`config.mk`:
```
export PLATFORM = sky130hd
export DESIGN_NAME = arp_scan
export DESIGN_NICKNAME = d
export VERILOG_FILES = /design/src/rtl/core/arp_pkg.sv /design/src/rtl/core/arp_scan.sv
export SDC_FILE = /design/constraint.sdc
export NUM_CORES = 1
export LEC_CHECK = 0
export BUFFER_PORTS_ARGS = -buffer_cell sky130_fd_sc_hd__buf_4
export CELL_PAD_IN_SITES_DETAIL_PLACEMENT = 0
export CELL_PAD_IN_SITES_GLOBAL_PLACEMENT = 1
export CORE_ASPECT_RATIO = 1.25
export CORE_MARGIN = 3
export CORE_UTILIZATION = 54
export CTS_CLUSTER_SIZE = 12
export DETAILED_ROUTE_END_ITERATION = 6
export PLACE_DENSITY_LB_ADDON = 0.1
export SYNTH_ARGS = -nofsm -noshare
export SYNTH_HDL_FRONTEND = slang
export SYNTH_SLANG_ARGS = --single-unit
export TNS_END_PERCENT = 1
```
`constraint.sdc`:
```
create_clock -name i_clk -period 11.4 [get_ports i_clk]
set_input_delay 1.71 -clock i_clk [delete_from_list [all_inputs] [get_ports i_clk]]
set_output_delay 1.71 -clock i_clk [all_outputs]
set_load 0.01 [all_outputs]
```
`src/rtl/core/arp_pkg.sv`:
```
// arp_pkg: shared types, codes and rectangle helpers for the atlas packer.
// No dependencies.
package arp_pkg;

    localparam int DIM_W = 17;

    typedef struct packed {
        logic [DIM_W-1:0] x;
        logic [DIM_W-1:0] y;
        logic [DIM_W-1:0] w;
        logic [DIM_W-1:0] h;
    } t_rect;

    localparam logic [1:0] ST_PLACED   = 2'd0;
    localparam logic [1:0] ST_EXPANDED = 2'd1;
    localparam logic [1:0] ST_NOFIT    = 2'd2;
    localparam logic [1:0] ST_FULL     = 2'd3;

    localparam logic CFG_INIT_W = 1'b0;
    localparam logic CFG_INIT_H = 1'b1;

    // full shared edge: same row band touching sides, or same column band
    function automatic logic can_join(input t_rect a, input t_rect b);
        logic row;
        logic col;
        row = (a.y == b.y) && (a.h == b.h) &&
              ((a.x + a.w == b.x) || (b.x + b.w == a.x));
        col = (a.x == b.x) && (a.w == b.w) &&
              ((a.y + a.h == b.y) || (b.y + b.h == a.y));
        return row || col;
    endfunction

    function automatic t_rect join_rect(input t_rect a, input t_rect b);
        t_rect r;
        logic [DIM_W-1:0] ra;
        logic [DIM_W-1:0] rb;
        logic [DIM_W-1:0] ta;
        logic [DIM_W-1:0] tb;
        ra = a.x + a.w;
        rb = b.x + b.w;
        ta = a.y + a.h;
        tb = b.y + b.h;
        r.x = (a.x < b.x) ? a.x : b.x;
        r.y = (a.y < b.y) ? a.y : b.y;
        r.w = ((ra > rb) ? ra : rb) - r.x;
        r.h = ((ta > tb) ? ta : tb) - r.y;
        return r;
    endfunction

endpackage

```
`src/rtl/core/arp_scan.sv`:
```
// arp_scan: min slack-product fit on the active bank, pipelined one entry per cycle.
// Depends on arp_pkg; reads through the store's read port.
module arp_scan import arp_pkg::*; #(
    parameter int MAX_FREE_RECTS = 64
) (
    input  logic                                  i_clk,
    input  logic                                  i_rst_n,
    input  logic                                  i_go,
    input  logic [$clog2(MAX_FREE_RECTS+1)-1:0]   i_count,
    input  logic [DIM_W-1:0]                      i_req_w,
    input  logic [DIM_W-1:0]                      i_req_h,
    output logic [$clog2(MAX_FREE_RECTS)-1:0]     o_raddr,
    input  t_rect                                 i_rdata,
    output logic                                  o_done,
    output logic                                  o_found,
    output logic [$clog2(MAX_FREE_RECTS)-1:0]     o_idx,
    output t_rect                                 o_rect
);
    localparam int CNT_W = $clog2(MAX_FREE_RECTS+1);
    localparam int IDX_W = $clog2(MAX_FREE_RECTS);

    logic             r_run;
    logic [CNT_W-1:0] r_addr;
    logic             r_v0, r_v1, r_v2;
    logic [IDX_W-1:0] r_i0, r_i1, r_i2;
    logic             r_fit1, r_fit2;
    logic [DIM_W-1:0] r_dw, r_dh;
    logic [2*DIM_W-1:0] r_prod;
    t_rect            r_rect1, r_rect2;
    logic             r_found;
    logic [2*DIM_W-1:0] r_best_score;
    logic [IDX_W-1:0] r_best_idx;
    t_rect            r_best_rect;
    logic             issue;

    assign issue   = r_run && (r_addr < i_count);
    assign o_raddr = r_addr[IDX_W-1:0];
    assign o_done  = r_run && !issue && !r_v0 && !r_v1 && !r_v2;
    assign o_found = r_found;
    assign o_idx   = r_best_idx;
    assign o_rect  = r_best_rect;

    always_ff @(posedge i_clk) begin
        if (!i_rst_n) begin
            r_run   <= 1'b0;
            r_addr  <= '0;
            r_v0    <= 1'b0;
            r_v1    <= 1'b0;
            r_v2    <= 1'b0;
            r_found <= 1'b0;
        end else begin
            r_v0 <= issue;
            r_i0 <= r_addr[IDX_W-1:0];
            if (issue) begin
                r_addr <= r_addr + 1'b1;
            end
            // stage 1: fit test and slack
            r_v1    <= r_v0;
            r_i1    <= r_i0;
            r_rect1 <= i_rdata;
            r_fit1  <= (i_rdata.w >= i_req_w) && (i_rdata.h >= i_req_h);
            r_dw    <= i_rdata.w - i_req_w;
            r_dh    <= i_rdata.h - i_req_h;
            // stage 2: product of width slack and height slack
            r_v2    <= r_v1;
            r_i2    <= r_i1;
            r_rect2 <= r_rect1;
            r_fit2  <= r_fit1;
            r_prod  <= r_dw * r_dh;
            // stage 3: keep strictly smaller, so ties stay at the lower index
            if (r_v2 && r_fit2 && (!r_found || (r_prod < r_best_score))) begin
                r_found      <= 1'b1;
                r_best_score <= r_prod;
                r_best_idx   <= r_i2;
                r_best_rect  <= r_rect2;
            end
            if (o_done) begin
                r_run <= 1'b0;
            end
            if (i_go) begin
                r_run   <= 1'b1;
                r_addr  <= '0;
                r_found <= 1'b0;
            end
        end
    end
endmodule

```
# Word level (Yosys, flattened, before mapping)
# Cells that the tools add are included.
[totals]
latch_bits = 0
mem_bits_ro = 0
n_memories = 0
ff_bits = 344
mem_bits_rw = 0
output_inout_bits = 82
inputBits = 112
[classes]
n_eq_ne = 0
n_bitwise = 1
multipliers = 1
n_reduce_logical = 17
muxes = 2
add_sub_neg = 3
shifts = 0
n_lt_le_gt_ge = 4
div_mod_pow = 0
[ops]
columns = ["operator", "n"]
rows = [
  ["$ge 17x17->1", 2],
  ["$lt 34x34->1", 1],
  ["$mul 17x17->34", 1],
  ["$sub 17x17->17", 2],
  ["$logic_and 1x1->1", 8],
  ["$add 7x1->7 const B", 1],
  ["$lt 7x7->1", 1],
  ["$logic_not 1->1", 5],
  ["$mux 1", 2],
  ["$reduce_and 2->1", 1],
  ["$reduce_bool 2->1", 1],
  ["$reduce_or 2->1", 1],
  ["$logic_or 1x1->1", 1],
  ["$not 1->1", 1],
]

# Logic depth before layout (Yosys ltp)
[logic_depth]
depth_word = 9
mapped_depth = 24
mapped_depth_nobuf = 22

# Least setup slack after synthesis
# No wires, ideal clock.
[synth_timing]
path_kind = "register to register"
from = "reg r_dh[8]"
to = "reg r_prod[22] (data pin)"
period_less_slack_ns = 5.782
path_stages_with_launch = 23
t_arrival_ns = 5.517
n_path_buf = 1
path_slack_ns = 5.618
cell_sequence = "edfxtp_1 clkbuf_1 nand2_1 fa_1 inv_1 fa_1 inv_1 fa_1 inv_1 fa_1 fa_1 inv_1 fa_1 inv_1 ha_1 a21oi_1 nand2_1 a31oi_1 a21o_1 o21ai_1 a21o_1 a21oi_2 xnor2_1"
[synth_via]
elab_chain_len = 1
[synth_rtl]
columns = ["element", "line_no", "text"]
rows = [
  ["start: declaration", "arp_scan.sv:27", "logic [DIM_W-1:0] r_dw, r_dh;"],
  ["start signal: assignment", "arp_scan.sv:63", "r_dh <= i_rdata.h - i_req_h;"],
  ["$mul 17x17->34", "arp_scan.sv:69", "r_prod <= r_dw * r_dh;"],
  ["end signal: assignment", "arp_scan.sv:69", ""],
  ["end: declaration", "arp_scan.sv:28", "logic [2*DIM_W-1:0] r_prod;"],
]
# Every way passes these cells.
# A chain may end at the register's enable or synchronous reset.

# Worst setup path after layout
[layout_timing]
from = "reg r_dw[13]"
to = "reg r_prod[32] (data pin)"
[layout_via]
elab_chain_len = 1
[layout_rtl]
columns = ["element", "line_no", "text"]
rows = [
  ["start: declaration", "arp_scan.sv:27", ""],
  ["start signal: assignment", "arp_scan.sv:62", "r_dw <= i_rdata.w - i_req_w;"],
  ["$mul 17x17->34", "arp_scan.sv:69", ""],
]
# Every way passes these cells.

==> Implementation_results.wiki <==
{| class="wikitable"
! Metric !! Value
|-
| Status || finished, final reports clean
|-
| Min Tclk post-route || 6280 ps
|-
| Critical path type || reg2reg
|-
| Later-pin clock latency in the skew report || 550 ps
|-
| Synth Area per Inst || 12.2 µm²
|-
| Clock transition time at the flip-flop clock pins of the worst setup and hold paths || 60 ps
|-
| Number of different library cells in the post-synthesis netlist || 63
|-
| Overflow left after global routing || 0
|-
| Peak fanout along the critical path || 17
|-
| Count of synthesis-stage warnings from yosys || 0
|-
| Number of max-cap violations || 0
|-
| Placed inst area || 24,600 µm²
|-
| Number of hold violations in the final report || 0
|-
| Register cell area after layout || 10,200 µm²
|-
| Cell area after synthesis || 22,700 µm²
|-
| Buffers plus inverters on the worst setup path || 3
|-
| Fmax || 159 MHz
|-
| Compound-gate portion of the synthesized area || 6.32%
|-
| # resized after CTS || 0
|-
| Starting density of the core || 55.0%
|-
| Post-route design area || 25,800 µm²
|-
| Peak per-stage delay on the critical path || 860 ps
|-
| Filler cell count in the final layout || 3,272
|-
| Ratio of routed vias to standard cells || 5.18
|-
| Max-slew violation total from the final report || 0
|-
| Final clock period utilization by the worst path || 55.1%
|-
| Synthesis-to-layout area growth || 13.7%
|-
| Category of the worst setup path capture point || flip-flop
|-
| Worst-case clock buffer depth || 3
|-
| Hold Path Class || reg2reg
|-
| Number of antenna repair diodes || 0
|-
| Most used flip-flop cell after synthesis || sky130_fd_sc_hd__edfxtp_1
|-
| Cell type of the slowest stage on the worst timing path || sky130_fd_sc_hd__edfxtp_1
|-
| Cell type group with the largest total delay on the critical path || adder cells
|-
| Clock Sink Count || 344
|-
| Count of flip-flops with a built-in enable after synthesis || 332
|-
| Fraction of the core area covered by cells at the end of the flow || 62.5%
|-
| Chip Width || 189 µm
|-
| Worst-Margin Slew || 984 ps
|-
| Pin count of the biggest net entering global routing || 85
|-
| WL final || 44,200 µm
|-
| Global-route wire length before repair || 73,600 µm
|-
| Fraction of synthesized cell area in xor and xnor cells || 2.24%
|-
| Vias in the first global route || 14,700
|-
| 1st-pass router iterations || 6
|-
| Combined area of the multi-input logic cells || 10,900 µm²
|-
| Req. time, crit path || 11,680 ps
|-
| Layout cell share with drive strength beyond 1 || 12.8%
|-
| Die Outline Area || 44,500 µm²
|-
| Post-synthesis instance total || 1,858
|-
| Initial antenna violation count || 0
|-
| Worst clock skew on the final layout || 25.3 ps
|-
| Post-route setup slack || 5120 ps
|-
| Root Buffer || sky130_fd_sc_hd__clkbuf_16
|-
| Max transition margin || 34.4%
|-
| Dominant combinational cell family by area after synthesis || adder cells
|-
| H-tree lvl count || 2
|-
| Total nets after synthesis || 2,378
|-
| Cts-stage hold buffer count || 0
|-
| Unrepaired setup endpoints after global routing || no
|-
| Arr. time, crit path || 6560 ps
|-
| Post-Synth Simple-Gate Area || 9.53%
|-
| Sequential share of the synthesized area || 45.0%
|-
| Detailed router's first-iteration violation count || 541
|-
| Remaining number of nets flagged by the antenna check after routing || 0
|-
| Total core area || 41,200 µm²
|-
| Detailed-route DRC error count || 0
|-
| Sum Neg Setup Slack || 0 ps
|-
| Final net count || 2,562
|-
| TritonCTS Buffers || 37
|-
| Chain of cells forming the critical path || nand2_1, fa_1, fa_1, fa_1, inv_1, fa_1, fa_1, inv_1, fa_1, inv_1, ha_1, a21oi_1, nand2_1, a31oi_1, a2111oi_4, nor2_4, o21ai_2, a221oi_2, xnor2_1
|-
| Type of element launching the critical path || flip-flop
|-
| Total number of vias || 13,600
|-
| Synth Area in Adders || 30.0%
|-
| Proportion of synthesized area in mux cells || 0.0441%
|-
| Most frequent cell on the critical path || sky130_fd_sc_hd__fa_1
|-
| # port buffers || 193
|-
| Placed wire-length estimate after detailed placement || 32,900 µm
|-
| Die Y-Extent || 235 µm
|-
| Buffers inserted by post-CTS timing repair || 0
|-
| Total Routing Usage GR || 20.6%
|-
| Number of setup violations in the final report || 0
|-
| I/O Pins || 194
|-
| Flop and latch count out of synthesis || 344
|-
| Async SR Flop Fraction || 0%
|-
| Clock tree from TritonCTS || built
|-
| Placement Rows || 83
|-
| Routability congestion estimate || 0.881
|-
| Routed wirelength normalized by instance count || 16.9 µm
|-
| Worst-case setup slack after placement || 5140 ps
|}
-- cell usage in the layout, fill, tap and decap left out, types with 9 or more instances in the layout --
cell type and instances:
sky130_fd_sc_hd__inv_1 355, sky130_fd_sc_hd__edfxtp_1 332, sky130_fd_sc_hd__fa_1 226, sky130_fd_sc_hd__buf_4 196, sky130_fd_sc_hd__nand2_1 192, sky130_fd_sc_hd__ha_1 182, sky130_fd_sc_hd__and2_1 132, sky130_fd_sc_hd__a21oi_1 59
sky130_fd_sc_hd__a21o_1 50, sky130_fd_sc_hd__xnor2_1 38, sky130_fd_sc_hd__clkbuf_16 38, sky130_fd_sc_hd__nor2_1 34, sky130_fd_sc_hd__xor2_1 20, sky130_fd_sc_hd__nand4_1 20, sky130_fd_sc_hd__o21ai_0 17, sky130_fd_sc_hd__o21ai_1 12
sky130_fd_sc_hd__dfxtp_1 12, sky130_fd_sc_hd__o21a_1 11, sky130_fd_sc_hd__nand2b_1 10, sky130_fd_sc_hd__nor2b_1 10, sky130_fd_sc_hd__clkbuf_1 9
-- path summary, 6_finish.rpt --
kind,from,end,slack [ps],cells past startpoint
max,r_dw[13],r_prod[32],5120,19
min,r_rect2[34],o_rect[34],410,0
max reg2reg,r_dw[13],r_prod[32],5120,19
min reg2reg,r_rect2[34],o_rect[34],410,0
-- per-layer routing --
metal | track usage (%) | part of all wire, %
met2 | 34.9 | 48
met1 | 27.2 | 42
met4 | 6.57 | 3.1
met3 | 3.54 | 6.1
met5 | 0 | 0
-- sequential cells by signal (all words and copies together), names as in the netlist, 6 cells and up --
name / cells
r_i2: 6
r_i1: 6
o_idx: 6
r_dw: 17
r_rect2: 68
r_i0: 6
r_addr: 7
r_rect1: 68
r_dh: 17
o_rect: 68
r_prod: 34
r_best_score: 34
-- layout make-up --
| class | instances | area share, % |
|---|---|---|
| well taps | 552 | 2.68 |
| inverters | 355 | 5.17 |
| clock inverters | 14 | 0.544 |
| clock buffers | 48 | 3.87 |
| multi-input cells | 1107 | 42.4 |
| flip-flops and latches | 344 | 39.6 |
| repair buffers | 197 | 5.77 |
-- logic make-up after synthesis --
kind of cell	count (synthesis)
AOI/OAI and AO/OA	207
muxes	1
DFF	344
and+or+nand+nor	433
adders and majority gates	408
xor gates and xnor gates	58
buffers and inverters	407
-- synth_stat cells, types with 3 or more instances --
| cell type | instances | area (µm²) |
|---|---|---|
| sky130_fd_sc_hd__nor2_1 | 34 | 128 |
| sky130_fd_sc_hd__nand2_1 | 192 | 721 |
| sky130_fd_sc_hd__xor2_1 | 20 | 175 |
| sky130_fd_sc_hd__clkbuf_1 | 46 | 173 |
| sky130_fd_sc_hd__nand2b_1 | 10 | 62.6 |
| sky130_fd_sc_hd__nor3b_1 | 3 | 22.5 |
| sky130_fd_sc_hd__nor2b_1 | 10 | 62.6 |
| sky130_fd_sc_hd__and4_1 | 3 | 26.3 |
| sky130_fd_sc_hd__o21a_1 | 12 | 90.1 |
| sky130_fd_sc_hd__o211ai_1 | 7 | 52.6 |
| sky130_fd_sc_hd__and3_1 | 6 | 37.5 |
| sky130_fd_sc_hd__a21oi_1 | 59 | 295 |
| sky130_fd_sc_hd__o21bai_1 | 3 | 22.5 |
| sky130_fd_sc_hd__a211o_1 | 6 | 52.6 |
| sky130_fd_sc_hd__ha_1 | 182 | 2280 |
| sky130_fd_sc_hd__a21o_1 | 50 | 375 |
| sky130_fd_sc_hd__nand4_1 | 20 | 125 |
| sky130_fd_sc_hd__dfxtp_1 | 12 | 240 |
| sky130_fd_sc_hd__edfxtp_1 | 332 | 9970 |
| sky130_fd_sc_hd__buf_4 | 6 | 45.0 |
| sky130_fd_sc_hd__o21ai_2 | 3 | 26.3 |
| sky130_fd_sc_hd__and2_1 | 132 | 826 |
| sky130_fd_sc_hd__inv_1 | 355 | 1330 |
| sky130_fd_sc_hd__a21boi_0 | 3 | 22.5 |
| sky130_fd_sc_hd__xnor2_1 | 38 | 333 |
| sky130_fd_sc_hd__nand3_1 | 8 | 40.0 |
| sky130_fd_sc_hd__nor3_1 | 5 | 25.0 |
| sky130_fd_sc_hd__o21ai_0 | 17 | 85.1 |
| sky130_fd_sc_hd__fa_1 | 226 | 4520 |
| sky130_fd_sc_hd__o21ai_1 | 12 | 60.1 |
| sky130_fd_sc_hd__a31oi_1 | 4 | 25.0 |
| sky130_fd_sc_hd__o31a_1 | 3 | 26.3 |
-- per-stage QoR --
stage                     std cells  hold slack [ps]
after global placement         2555              400
after floorplan                1858              400
after CTS                      2617              413
final                          2617              412
after global routing           2617              417
after detailed placement       2555              405
Power is left out: the tool's default activity adds up to more than one toggle a clock period on the data nets, which glitch-free logic cannot reach.
